===== src/rtl/core/aeg_pkg.sv =====
`timescale 1ns / 1ps
// ----------------------------------------------------------------------------
// aeg_pkg
// Shared widths, register codes and types of the linear envelope generator.
// ----------------------------------------------------------------------------
package aeg_pkg;

  localparam int COUNT_BITS   = 24;
  localparam int SAMPLE_BITS  = 16;
  localparam int LEN_BITS     = 24;
  localparam int LVL_BITS     = 15;
  localparam int CFG_IDX_BITS = 3;
  localparam int TDATA_BITS   = ((SAMPLE_BITS + 7) / 8) * 8;
  localparam int CMP_W        = ((COUNT_BITS > LEN_BITS) ? COUNT_BITS : LEN_BITS) + 2;
  localparam int PROD_BITS    = LVL_BITS + LEN_BITS;
  localparam int SCALE_BITS   = SAMPLE_BITS + LVL_BITS + 1;
  localparam int STEP_BITS    = $clog2(LVL_BITS + 1);
  localparam int Q_DEPTH      = 2;
  localparam int Q_PTR_BITS   = 1;
  localparam int Q_LVL_BITS   = 2;

  typedef enum logic [CFG_IDX_BITS-1:0] {
    REG_ENABLE,
    REG_ATTACK_LEN,
    REG_DECAY_LEN,
    REG_RELEASE_LEN,
    REG_DURATION,
    REG_PEAK_LEVEL,
    REG_SUSTAIN_LEVEL,
    REG_INPUT_CONNECTED
  } cfg_reg_e;

  typedef struct packed {
    logic                enable;
    logic [LEN_BITS-1:0] attack_len;
    logic [LEN_BITS-1:0] decay_len;
    logic [LEN_BITS-1:0] release_len;
    logic [LEN_BITS-1:0] duration;
    logic [LVL_BITS-1:0] peak_level;
    logic [LVL_BITS-1:0] sustain_level;
    logic                input_connected;
  } cfg_t;

  // one ramp evaluation: level = offset +/- (mag * elapsed) / len
  typedef struct packed {
    logic                          use_input;
    logic signed [SAMPLE_BITS-1:0] sample;
    logic                          neg;
    logic [LVL_BITS-1:0]           mag;
    logic [LEN_BITS-1:0]           elapsed;
    logic [LEN_BITS-1:0]           len;
    logic [LVL_BITS-1:0]           offset;
  } job_t;

  typedef struct packed {
    logic                  full;
    logic                  empty;
    logic [Q_LVL_BITS-1:0] level;
  } q_stat_t;

  typedef enum logic [2:0] {
    B_IDLE,
    B_MUL,
    B_PREP,
    B_DIV,
    B_SCALE,
    B_DONE
  } back_state_e;

endpackage


===== src/rtl/core/aeg_front.sv =====
`timescale 1ns / 1ps
// ----------------------------------------------------------------------------
// aeg_front
// Takes input beats, owns the sample counter and sorts each sample into its
// envelope phase, handing a ramp job to the queue.
// ----------------------------------------------------------------------------
module aeg_front (
  input  logic                           clk,
  input  logic                           rst,
  input  aeg_pkg::cfg_t                  cfg,
  input  logic                           in_valid,
  output logic                           in_ready,
  input  logic signed [aeg_pkg::SAMPLE_BITS-1:0] in_sample,
  input  logic                           in_hold,
  output logic                           push,
  output aeg_pkg::job_t                  job,
  input  logic                           q_full
);
  import aeg_pkg::*;

  logic                          busy;
  logic signed [SAMPLE_BITS-1:0] sample;
  logic                          hold;
  logic [COUNT_BITS-1:0]         count;
  logic [COUNT_BITS-1:0]         count_next;

  logic [COUNT_BITS-1:0]  cnt_w;
  logic signed [CMP_W-1:0] c, att, dec, rel, dur, rstart;
  logic                   in_att, in_dec, in_rel, advance;

  assign push     = busy && !q_full;
  assign in_ready = !busy || push;

  always_comb begin
    att    = CMP_W'(cfg.attack_len);
    dec    = CMP_W'(cfg.decay_len);
    rel    = CMP_W'(cfg.release_len);
    dur    = CMP_W'(cfg.duration);
    cnt_w  = (CMP_W'(count) >= dur) ? '0 : count;
    c      = CMP_W'(cnt_w);
    rstart = dur - rel;
    in_att = c < att;
    in_dec = c < (att + dec);
    in_rel = c > rstart;

    advance       = 1'b1;
    job.use_input = cfg.input_connected;
    job.sample    = sample;
    job.neg       = 1'b0;
    job.mag       = '0;
    job.elapsed   = '0;
    job.len       = LEN_BITS'(1);
    job.offset    = cfg.sustain_level;

    if (in_rel) begin
      if (!hold) begin
        job.neg     = 1'b1;
        job.mag     = cfg.sustain_level;
        job.elapsed = LEN_BITS'(c - rstart);
        job.len     = cfg.release_len;
      end else begin
        advance = 1'b0;
      end
    end else if (in_att) begin
      job.mag     = cfg.peak_level;
      job.elapsed = LEN_BITS'(c);
      job.len     = cfg.attack_len;
      job.offset  = '0;
    end else if (in_dec) begin
      job.neg     = cfg.sustain_level < cfg.peak_level;
      job.mag     = job.neg ? (cfg.peak_level - cfg.sustain_level)
                            : (cfg.sustain_level - cfg.peak_level);
      job.elapsed = LEN_BITS'(c - att);
      job.len     = cfg.decay_len;
      job.offset  = cfg.peak_level;
    end

    count_next = advance ? (cnt_w + 1'b1) : cnt_w;

    // disabled: level zero, counter frozen
    if (!cfg.enable) begin
      job.use_input = 1'b0;
      job.neg       = 1'b0;
      job.mag       = '0;
      job.elapsed   = '0;
      job.len       = LEN_BITS'(1);
      job.offset    = '0;
      count_next    = count;
    end
  end

  always_ff @(posedge clk) begin
    if (rst) begin
      busy  <= 1'b0;
      count <= '0;
    end else begin
      if (push) begin
        count <= count_next;
      end
      if (in_valid && in_ready) begin
        busy <= 1'b1;
      end else if (push) begin
        busy <= 1'b0;
      end
    end
  end

  always_ff @(posedge clk) begin
    if (in_valid && in_ready) begin
      sample <= in_sample;
      hold   <= in_hold;
    end
  end

endmodule


===== src/rtl/core/aeg_queue.sv =====
`timescale 1ns / 1ps
// ----------------------------------------------------------------------------
// aeg_queue
// Two-entry job queue between the phase front and the divider back.
// ----------------------------------------------------------------------------
module aeg_queue (
  input  logic             clk,
  input  logic             rst,
  input  logic             push,
  input  aeg_pkg::job_t    wr_job,
  input  logic             pop,
  output aeg_pkg::job_t    rd_job,
  output aeg_pkg::q_stat_t stat
);
  import aeg_pkg::*;

  job_t                  mem [Q_DEPTH];
  logic [Q_PTR_BITS-1:0] wr_ptr, rd_ptr;
  logic [Q_LVL_BITS-1:0] level;

  assign stat.level = level;
  assign stat.full  = level == Q_LVL_BITS'(Q_DEPTH);
  assign stat.empty = level == '0;
  assign rd_job     = mem[rd_ptr];

  always_ff @(posedge clk) begin
    if (rst) begin
      wr_ptr <= '0;
      rd_ptr <= '0;
      level  <= '0;
    end else begin
      if (push) begin
        wr_ptr <= wr_ptr + 1'b1;
      end
      if (pop) begin
        rd_ptr <= rd_ptr + 1'b1;
      end
      if (push && !pop) begin
        level <= level + 1'b1;
      end else if (pop && !push) begin
        level <= level - 1'b1;
      end
    end
  end

  always_ff @(posedge clk) begin
    if (push) begin
      mem[wr_ptr] <= wr_job;
    end
  end

endmodule


===== src/rtl/core/aeg_back.sv =====
`timescale 1ns / 1ps
// ----------------------------------------------------------------------------
// aeg_back
// Evaluates one ramp job: multiply, bit-serial restoring division, level
// offset, optional Q0.15 scaling of the sample and saturation.
// ----------------------------------------------------------------------------
module aeg_back (
  input  logic                                   clk,
  input  logic                                   rst,
  input  logic                                   q_empty,
  input  aeg_pkg::job_t                          q_job,
  output logic                                   pop,
  output logic                                   out_valid,
  input  logic                                   out_ready,
  output logic signed [aeg_pkg::SAMPLE_BITS-1:0] out_data
);
  import aeg_pkg::*;

  localparam logic signed [SCALE_BITS-1:0] SMAX =
    SCALE_BITS'((64'sd1 <<< (SAMPLE_BITS - 1)) - 64'sd1);
  localparam logic signed [SCALE_BITS-1:0] SMIN = -SMAX - SCALE_BITS'(1);

  back_state_e state, state_next;

  job_t                         job;
  logic [PROD_BITS-1:0]         prod;
  logic [LEN_BITS-1:0]          rem;
  logic [LVL_BITS-1:0]          qbits;
  logic [STEP_BITS-1:0]         step;
  logic [LVL_BITS-1:0]          lvl;
  logic signed [SCALE_BITS-1:0] scaled;

  logic [LEN_BITS+1:0]          trial;
  logic                         ge;
  logic [LVL_BITS:0]            lvl_sum;
  logic signed [SCALE_BITS-1:0] res, res_sat;
  logic                         out_load;

  always_comb begin
    trial   = {1'b0, rem, qbits[LVL_BITS-1]} - {2'b00, job.len};
    ge      = !trial[LEN_BITS+1];
    lvl_sum = job.neg ? ({1'b0, job.offset} - {1'b0, qbits})
                      : ({1'b0, job.offset} + {1'b0, qbits});
    res     = job.use_input ? (scaled >>> LVL_BITS) : $signed(SCALE_BITS'(lvl));
    if (res > SMAX) begin
      res_sat = SMAX;
    end else if (res < SMIN) begin
      res_sat = SMIN;
    end else begin
      res_sat = res;
    end
  end

  always_comb begin
    state_next = state;
    pop        = 1'b0;
    out_load   = 1'b0;
    unique case (state)
      B_IDLE: begin
        if (!q_empty) begin
          pop        = 1'b1;
          state_next = B_MUL;
        end
      end
      B_MUL:   state_next = B_PREP;
      B_PREP:  state_next = B_DIV;
      B_DIV: begin
        if (step == STEP_BITS'(LVL_BITS - 1)) begin
          state_next = B_SCALE;
        end
      end
      B_SCALE: state_next = B_DONE;
      B_DONE: begin
        if (!out_valid || out_ready) begin
          out_load   = 1'b1;
          state_next = B_IDLE;
        end
      end
      default: state_next = B_IDLE;
    endcase
  end

  always_ff @(posedge clk) begin
    if (rst) begin
      state     <= B_IDLE;
      out_valid <= 1'b0;
    end else begin
      state <= state_next;
      if (out_load) begin
        out_valid <= 1'b1;
      end else if (out_ready) begin
        out_valid <= 1'b0;
      end
    end
  end

  always_ff @(posedge clk) begin
    case (state)
      B_IDLE: begin
        if (pop) begin
          job <= q_job;
        end
      end
      B_MUL: begin
        prod <= job.mag * job.elapsed;
      end
      B_PREP: begin
        rem   <= prod[PROD_BITS-1:LVL_BITS];
        qbits <= prod[LVL_BITS-1:0];
        step  <= '0;
      end
      B_DIV: begin
        rem   <= ge ? trial[LEN_BITS-1:0] : {rem[LEN_BITS-2:0], qbits[LVL_BITS-1]};
        qbits <= {qbits[LVL_BITS-2:0], ge};
        step  <= step + 1'b1;
      end
      B_SCALE: begin
        lvl    <= lvl_sum[LVL_BITS-1:0];
        scaled <= job.sample * $signed({1'b0, lvl_sum[LVL_BITS-1:0]});
      end
      default: begin
        if (out_load) begin
          out_data <= res_sat[SAMPLE_BITS-1:0];
        end
      end
    endcase
  end

endmodule


===== src/rtl/core/adsr_envelope_generator_unit.sv =====
`timescale 1ns / 1ps
// ----------------------------------------------------------------------------
// adsr_envelope_generator_unit
// Linear attack-decay-sustain-release envelope applied per audio sample.
//
//   channel  dir  handshake                    contents
//   s_axis   in   s_axis_tvalid/tready         tdata: sample; tuser: hold_sustain
//   m_axis   out  m_axis_tvalid/tready         tdata: out_sample
//   cfg      in   cfg_we                       cfg_index, cfg_data
//
// The front registers a beat and classifies it combinationally; the back
// handles one sample at a time (pop, multiply, divider load, 15 restoring
// division steps, level and scale, output), so the bit-serial divider sets
// the sustained rate. Reset clears the counter and loads duration 1; no
// clearing pass. The two-entry queue lets the front run ahead while the
// output register waits on m_axis_tready.
// ----------------------------------------------------------------------------
module adsr_envelope_generator_unit (
  input  logic                               clk,
  input  logic                               rst,
  input  logic                               s_axis_tvalid,
  output logic                               s_axis_tready,
  input  logic [aeg_pkg::TDATA_BITS-1:0]     s_axis_tdata,   // [15:0] sample
  input  logic                               s_axis_tuser,   // [0] hold_sustain
  output logic                               m_axis_tvalid,
  input  logic                               m_axis_tready,
  output logic [aeg_pkg::TDATA_BITS-1:0]     m_axis_tdata,   // [15:0] out_sample
  input  logic                               cfg_we,
  input  logic [aeg_pkg::CFG_IDX_BITS-1:0]   cfg_index,
  input  logic [aeg_pkg::LEN_BITS-1:0]       cfg_data
);
  import aeg_pkg::*;

  cfg_t                          cfg;
  logic                          q_push, q_pop;
  job_t                          wr_job, rd_job;
  q_stat_t                       q_stat;
  logic signed [SAMPLE_BITS-1:0] out_data;

  always_ff @(posedge clk) begin
    if (rst) begin
      cfg.enable          <= 1'b0;
      cfg.attack_len      <= '0;
      cfg.decay_len       <= '0;
      cfg.release_len     <= '0;
      cfg.duration        <= LEN_BITS'(1);
      cfg.peak_level      <= '0;
      cfg.sustain_level   <= '0;
      cfg.input_connected <= 1'b0;
    end else if (cfg_we) begin
      unique case (cfg_reg_e'(cfg_index))
        REG_ENABLE:          cfg.enable          <= cfg_data[0];
        REG_ATTACK_LEN:      cfg.attack_len      <= cfg_data;
        REG_DECAY_LEN:       cfg.decay_len       <= cfg_data;
        REG_RELEASE_LEN:     cfg.release_len     <= cfg_data;
        REG_DURATION:        cfg.duration        <= cfg_data;
        REG_PEAK_LEVEL:      cfg.peak_level      <= cfg_data[LVL_BITS-1:0];
        REG_SUSTAIN_LEVEL:   cfg.sustain_level   <= cfg_data[LVL_BITS-1:0];
        REG_INPUT_CONNECTED: cfg.input_connected <= cfg_data[0];
        default: ;
      endcase
    end
  end

  aeg_front u_front (
    .clk       (clk),
    .rst       (rst),
    .cfg       (cfg),
    .in_valid  (s_axis_tvalid),
    .in_ready  (s_axis_tready),
    .in_sample (s_axis_tdata[SAMPLE_BITS-1:0]),
    .in_hold   (s_axis_tuser),
    .push      (q_push),
    .job       (wr_job),
    .q_full    (q_stat.full)
  );

  aeg_queue u_queue (
    .clk    (clk),
    .rst    (rst),
    .push   (q_push),
    .wr_job (wr_job),
    .pop    (q_pop),
    .rd_job (rd_job),
    .stat   (q_stat)
  );

  aeg_back u_back (
    .clk       (clk),
    .rst       (rst),
    .q_empty   (q_stat.empty),
    .q_job     (rd_job),
    .pop       (q_pop),
    .out_valid (m_axis_tvalid),
    .out_ready (m_axis_tready),
    .out_data  (out_data)
  );

  assign m_axis_tdata = TDATA_BITS'($unsigned(out_data));

`ifndef SYNTHESIS
  a_no_overflow: assert property (@(posedge clk) disable iff (rst)
    q_push |-> !q_stat.full)
    else $error("job queue written while full");

  a_no_underflow: assert property (@(posedge clk) disable iff (rst)
    q_pop |-> !q_stat.empty)
    else $error("job queue read while empty");

  a_level_bound: assert property (@(posedge clk) disable iff (rst)
    q_stat.level <= Q_LVL_BITS'(Q_DEPTH))
    else $error("job queue level beyond depth");

  a_level_track: assert property (@(posedge clk) disable iff (rst)
    (q_push && !q_pop) |=> (q_stat.level == $past(q_stat.level) + 1'b1))
    else $error("job queue level lost a push");
`endif

endmodule


===== config.mk =====
export PLATFORM = sky130hd
export DESIGN_NAME = adsr_envelope_generator_unit
export DESIGN_NICKNAME = d
export VERILOG_FILES = /design/src/rtl/core/aeg_pkg.sv /design/src/rtl/core/aeg_front.sv /design/src/rtl/core/aeg_queue.sv /design/src/rtl/core/aeg_back.sv /design/src/rtl/core/adsr_envelope_generator_unit.sv
export SDC_FILE = /design/constraint.sdc
export NUM_CORES = 2
export LEC_CHECK = 0
export BUFFER_PORTS_ARGS = -buffer_cell sky130_fd_sc_hd__buf_2
export CORE_ASPECT_RATIO = 0.75
export CORE_MARGIN = 3
export CORE_UTILIZATION = 65
export DETAILED_ROUTE_END_ITERATION = 16
export PLACE_DENSITY = 0.89
export SLEW_MARGIN = 20
export SYNTH_ARGS = -nofsm -noshare
export SYNTH_HDL_FRONTEND = slang
export SYNTH_HIERARCHICAL = 1
export SYNTH_SLANG_ARGS = --single-unit

===== constraint.sdc =====
create_clock -name clk -period 15.5 [get_ports clk]
set_clock_uncertainty 0.2 [all_clocks]
set_input_delay 3.1 -clock clk [delete_from_list [all_inputs] [get_ports clk]]
set_output_delay 3.1 -clock clk [all_outputs]
set_load 0.05 [all_outputs]

Yosys cells after proc, flatten, opt, wreduce, memory -nomap -nowiden
Memories as Yosys holds them, arrays and structs flattened. A register that Yosys moved wholly into a read port is not among the register bits.
Index checks and enable logic that the tools add are counted.
{"block": "word_totals", "n_memories": 1, "mem_bits_rw": 192, "regBits": 323, "latchBits": 0, "mem_bits_ro": 0, "elab_cells": 135}
{"name": "u_queue.mem", "words": 2, "word_bits": 96, "read_ports": 1, "rd_ports_with_merged_regs": 1, "wr": 1, "line_no": "aeg_queue.sv:17", "source": "job_t mem [Q_DEPTH];"}
{"block": "op_classes", "magnitude_cmp": 7, "bitwise_logic": 1, "n_addsub": 15, "shift": 0, "n_eq_ne": 17, "n_div": 0, "n_mul": 2, "reduce_logical": 32, "n_mux": 36}
{"op": "79-bit 2-to-1 mux", "n": 2}
{"op": "64-bit 2-to-1 mux", "n": 2}
{"op": "78-bit 2-to-1 mux", "n": 1}
{"op": "24-bit 2-to-1 mux", "n": 3}
{"op": "24-bit case mux with 2 select lines", "n": 1}
{"op": "24-bit subtractor", "n": 2}
{"op": "15-bit 2-to-1 mux", "n": 3}
{"op": "15-bit subtractor", "n": 3}
{"op": "15-bit by 24-bit multiplier with 39-bit output", "n": 1}
{"op": "32-bit by 16-bit greater-than comparator with 1-bit output, second input constant", "n": 1}
{"op": "32-bit by 16-bit less-than comparator with 1-bit output, second input constant", "n": 1}
{"op": "16-bit by 16-bit multiplier with 32-bit output", "n": 1}
{"op": "32-bit 2-to-1 mux", "n": 1}
{"op": "15-bit case mux with 2 select lines", "n": 1}
{"op": "25-bit by 26-bit less-than comparator with 1-bit output", "n": 1}
{"op": "25-bit by 24-bit subtractor with 26-bit output", "n": 1}
{"op": "24-bit by 24-bit adder with 25-bit output", "n": 1}
{"op": "25-bit greater-than comparator", "n": 1}
{"op": "24-bit by 24-bit subtractor with 25-bit output", "n": 1}
{"op": "24-bit by 1-bit adder with 24-bit output, second input constant", "n": 1}
{"op": "24-bit >= comparator", "n": 1}
{"op": "24-bit less-than comparator", "n": 1}
{"op": "2-bit AND reduction", "n": 11}
{"op": "3-bit == test, second input constant", "n": 6}
{"op": "other kinds (27)", "n": 62}

Depth between registers and ports, before layout
{"block": "depth", "word_depth": 7, "mapped_depth": 36, "ltp_nobuf": 36}

Modules after synthesis
The synthesis kept the hierarchy.
{"mod": "aeg_back", "area_per_inst_um2": 30143.9, "n_inst": 1, "cells_each": 3003}
{"mod": "aeg_front", "area_per_inst_um2": 11249.5, "n_inst": 1, "cells_each": 1525}
{"mod": "aeg_queue", "area_per_inst_um2": 7333.3, "n_inst": 1, "cells_each": 321}
{"mod": "adsr_envelope_generator_unit", "area_per_inst_um2": 5162.5, "n_inst": 1, "cells_each": 454}

Worst setup path after synthesis
Ideal clock, no wire load.
{"block": "synth_timing", "path_type": "flip-flop to flip-flop", "start": "reg u_back.state[1]", "end": "reg u_queue.level[1]", "path_buffers": 1, "t_required_ns": 15.230, "path_stages_with_launch": 7, "setup_ns": 0.070, "period_less_slack_ns": 11.513, "arrival_time_ns": 11.243, "path_slack_ns": 3.987, "cell_sequence": "dfxtp_1 -> clkbuf_1 -> nor4_1 -> inv_1 -> ha_1 -> or3_1 -> a21oi_1"}
{"block": "synth_between", "elab_chain_len": 5}
{"element": "start: declaration", "line_no": "aeg_back.sv:23", "source": "back_state_e state, state_next;"}
{"element": "start signal: assignment", "line_no": "aeg_back.sv:88", "source": "state <= state_next;"}
{"element": "3-bit logical NOT *", "line_no": "aeg_back.sv:58", "source": "unique case (state)"}
{"element": "1-bit 2-to-1 mux *", "line_no": "aeg_back.sv:58"}
{"element": "net q_pop", "line_no": "adsr_envelope_generator_unit.sv:35", "source": "logic q_push, q_pop;"}
{"element": "1-bit logical NOT", "line_no": "aeg_queue.sv:38", "source": "if (push && !pop) begin"}
{"element": "1-bit logical AND", "line_no": "aeg_queue.sv:38"}
{"element": "2-bit 2-to-1 mux or 2-bit nonzero test (tied branches)"}
{"element": "end signal: assignment", "line_no": "aeg_queue.sv:39", "source": "level <= level + 1'b1;"}
{"element": "end signal: assignment", "line_no": "aeg_queue.sv:41", "source": "level <= level - 1'b1;"}
{"element": "end: declaration", "line_no": "aeg_queue.sv:19", "source": "logic [Q_LVL_BITS-1:0] level;"}
Mark *: on every way through the listed nets, which the timed path passes. The rest lies on a longest branch.
A chain may end at the register's enable or synchronous reset.

Worst setup path after layout
{"block": "layout_timing", "start": "reg u_back.qbits[0]", "end": "reg u_back.scaled[31], data pin"}
{"block": "layout_between", "elab_chain_len": 3}
{"element": "start: declaration", "line_no": "aeg_back.sv:28", "source": "logic [LVL_BITS-1:0] qbits;"}
{"element": "start signal: assignment", "line_no": "aeg_back.sv:109", "source": "qbits <= prod[LVL_BITS-1:0];"}
{"element": "start signal: assignment", "line_no": "aeg_back.sv:114", "source": "qbits <= {qbits[LVL_BITS-2:0], ge};"}
{"element": "15-bit adder or 15-bit subtractor (tied branches)", "line_no": "aeg_back.sv:43, aeg_back.sv:42"}
{"element": "15-bit 2-to-1 mux *", "line_no": "aeg_back.sv:42", "source": "lvl_sum = job.neg ? ({1'b0, job.offset} - {1'b0, qbits})"}
{"element": "16-bit by 16-bit multiplier with 32-bit output *", "line_no": "aeg_back.sv:119", "source": "scaled <= job.sample * $signed({1'b0, lvl_sum[LVL_BITS-1:0]});"}
{"element": "end signal: assignment", "line_no": "aeg_back.sv:119"}
{"element": "end: declaration", "line_no": "aeg_back.sv:31", "source": "logic signed [SCALE_BITS-1:0] scaled;"}
Mark *: on every way between the ends. The rest lies on a longest branch, timed or not.

==> impl_metrics.tcl <==
set metrics [dict create \
    ctsResizeCount 0 \
    finalSetupViolations 0 \
    critPathSlowestCell "nand3_1" \
    num_rows 90 \
    portBuffers 66 \
    grt_pass1_wl_um 227000 \
    grt_overflow 0 \
    nFillCells 5527 \
    dr.pass1.iters 6 \
    via_per_inst 6.38 \
    cts_tree "done" \
    detailed_place_hpwl_um 108000 \
    drive_above_1_share_pct 7.45 \
    crit_path_end_kind "flop" \
    drcViolationCount 0 \
    die_h_um 255 \
    synth-edff-count 435 \
    antenna_found_initial 3 \
    max_stage_delay_ps 580 \
    hold_viol 0 \
    clk_pin_slew_ps 70 \
    postLayoutCellArea_um2 56800 \
    ys_top_cells_by_area "edfxtp_1, fa_1, ha_1" \
    netlist_area_um2 53900 \
    status "complete, no violations" \
    yosysSeqAreaShare_pct 30.3 \
    synthArstFlopShare_pct 0 \
    synth_nets 6278 \
    synth_top_area_share_pct 24.2 \
    crit_type "flop to flop" \
    track_usage_pct 33.0 \
    tightest_slew_ps 1330 \
    syn_avg_cell_area_um2 10.2 \
    yosys_warnings 6 \
    cts_hold_buffers 0 \
    area_growth_pct 5.48 \
    final_nets 6216 \
    rsz0062_at_grt "no" \
    timing.final.max_slew_violations 0 \
    cts_setup_buffers 0 \
    worstPathBufferInverterCount 3 \
    min_path_type "flop to flop" \
    final.setup.tns_ps 0 \
    critPathMaxFanout 16 \
    cp.arrival_ps 10150 \
    drt_iter0_markers 5203 \
    vias 40800 \
    gp_congestion 1.02 \
    dieArea_um2 86400 \
    h-tree-depth 2 \
    die_w_um 338 \
    max_clock_freq_mhz 100 \
    place_area_um2 54900 \
    syn_inst 5303 \
    fin_crit_sh_pct 64.5 \
    ios 67 \
    ys_seq_elements 597 \
    cp-start-kind "flop" \
    grt_max_degree 84 \
    relSlewSlack_pct 10.7 \
    synth_top_area_cell "edfxtp_1" \
    worstPathRequired_ps 15650 \
    clock-sinks 597 \
    numCtsBuffers 56 \
    min_period_ps 10000 \
    ant_nets 0 \
    wire_per_inst_um 22.5 \
    path_delay_family "adder cells" \
    start_util_pct 66.3 \
    crit_top_cell "fa_1" \
    grt_pass1_vias 41600 \
    clock_path_buffers 3 \
    core_um2 81300 \
    drt_wl_total_um 144000 \
    synthDistinctLibCells 120 \
    synth_ff_type "edfxtp_1" \
    cts_root_buffer "clkbuf_16" \
    maxCapViolCount 0 \
    clk_latency_ps 650 \
]
==> cell type report <==
class,instances,area [um^2],area share [%]
multi-input cells,3758,33800,59.5
diodes,4,10.0,0.0176
inverters,713,2680,4.71
clock buffers,77,1600,2.82
flip-flops and latches,597,16300,28.7
well taps,1104,1380,2.43
repair buffers,115,728,1.28
clock inverters,29,319,0.561
==> per-stage QoR <==
stage                     worst slack (ps)  util (%)  instances  hold slack (ps)
after CTS                             5690      69.8       6391              247
after floorplan                       3990         -       5303              221
after global routing                  5000      69.9       6393              254
after global placement                6250      67.5       6285              229
after detailed placement              5790      67.5       6285              232
final                                 5500      69.9       6397              249
==> routing by layer <==
layer  global-route usage [%]  vias to the layer above  wire length (um)  part of all wire [%]
li1                         -                    17800                 -                     -
met4                     14.5                        2              7250                   5.0
met5                        0                        -                24                 0.017
met2                     50.3                     2679             63500                    44
met1                     45.8                    19800             55800                    39
met3                     7.35                      534             17400                    12
==> worst paths after layout <==
kind	from	endpoint	slack, ps	cells past startpoint
hold / removal	u_front/sample[4]$_DFFE_PP_	u_queue/mem[0][83]$_DFFE_PP_	250	0
setup reg to reg	u_back/qbits[0]$_DFFE_PP_	u_back/scaled[31]$_DFFE_PP_	5500	31
setup / recovery	u_back/qbits[0]$_DFFE_PP_	u_back/scaled[31]$_DFFE_PP_	5500	31
hold reg to reg	u_front/sample[4]$_DFFE_PP_	u_queue/mem[0][83]$_DFFE_PP_	250	0
==> kinds of logic (layout without fill, tap and decap cells) <==
logic type                 count (synthesis)  after routing  synth area share [%]
and+or+nand+nor                         1545           1545                  14.4
buffers and inverters                    948            934                  7.13
xor gates and xnor gates                 194            194                  3.15
adders and majority gates                928            928                  29.0
other                                      0              4                     0
AOI/OAI and AO/OA                        844            844                  10.9
DFF                                      597            597                  30.3
muxes                                    247            247                  5.14
==> state kept, by name, summed over array words and instances (netlist names), named ones only <==
name,flops
cfg,128
u_back/job,96
u_back/lvl,15
u_back/out_data,16
u_back/out_valid,1
u_back/prod,39
u_back/qbits,15
u_back/rem,24
u_back/scaled,17
u_back/state,3
u_back/step,4
u_front/busy,1
u_front/count,24
u_front/hold,1
u_front/sample,16
u_queue/level,2
u_queue/mem,192
u_queue/rd_ptr,1
u_queue/wr_ptr,1
==> synthesized netlist by cell type, drive strengths merged, types with 21 or more instances <==
| cell | count |
|---|---|
| or3 | 21 |
| edfxtp | 435 |
| mux2 | 109 |
| nand2 | 573 |
| inv | 709 |
| ha | 390 |
| o211ai | 35 |
| a21oi | 220 |
| xor2 | 67 |
| o21bai | 24 |
| a21o | 92 |
| clkbuf | 159 |
| nand4 | 32 |
| o21ai | 142 |
| nor2b | 54 |
| dfxtp | 162 |
| a211oi | 66 |
| and2 | 266 |
| nand2b | 174 |
| and3 | 29 |
| nor2 | 210 |
| xnor2 | 127 |
| nand3 | 64 |
| fa | 536 |
| mux2i | 138 |
| buf | 76 |
| a31oi | 29 |
| o21a | 27 |
| nor3 | 55 |
| a221oi | 56 |
==> cell usage in the layout (no fill, tap or decap), types with 59 or more instances in the layout <==
master / netlist / routed
a211oi_1: 59 / 59
xor2_1: 67 / 67
inv_1: 709 / 711
nand2b_1: 174 / 174
and2_1: 259 / 258
mux2_2: 61 / 61
mux2i_1: 138 / 138
xnor2_1: 127 / 127
nand3_1: 63 / 63
a21o_1: 91 / 91
fa_1: 536 / 536
ha_1: 390 / 390
a21oi_1: 217 / 217
dfxtp_1: 162 / 161
o21ai_0: 132 / 132
edfxtp_1: 435 / 435
buf_2: 38 / 65
nor2_1: 210 / 209
nand2_1: 571 / 570
Power is left out: the tool's default activity adds up to more than one toggle a clock period on the data nets, which glitch-free logic cannot reach.
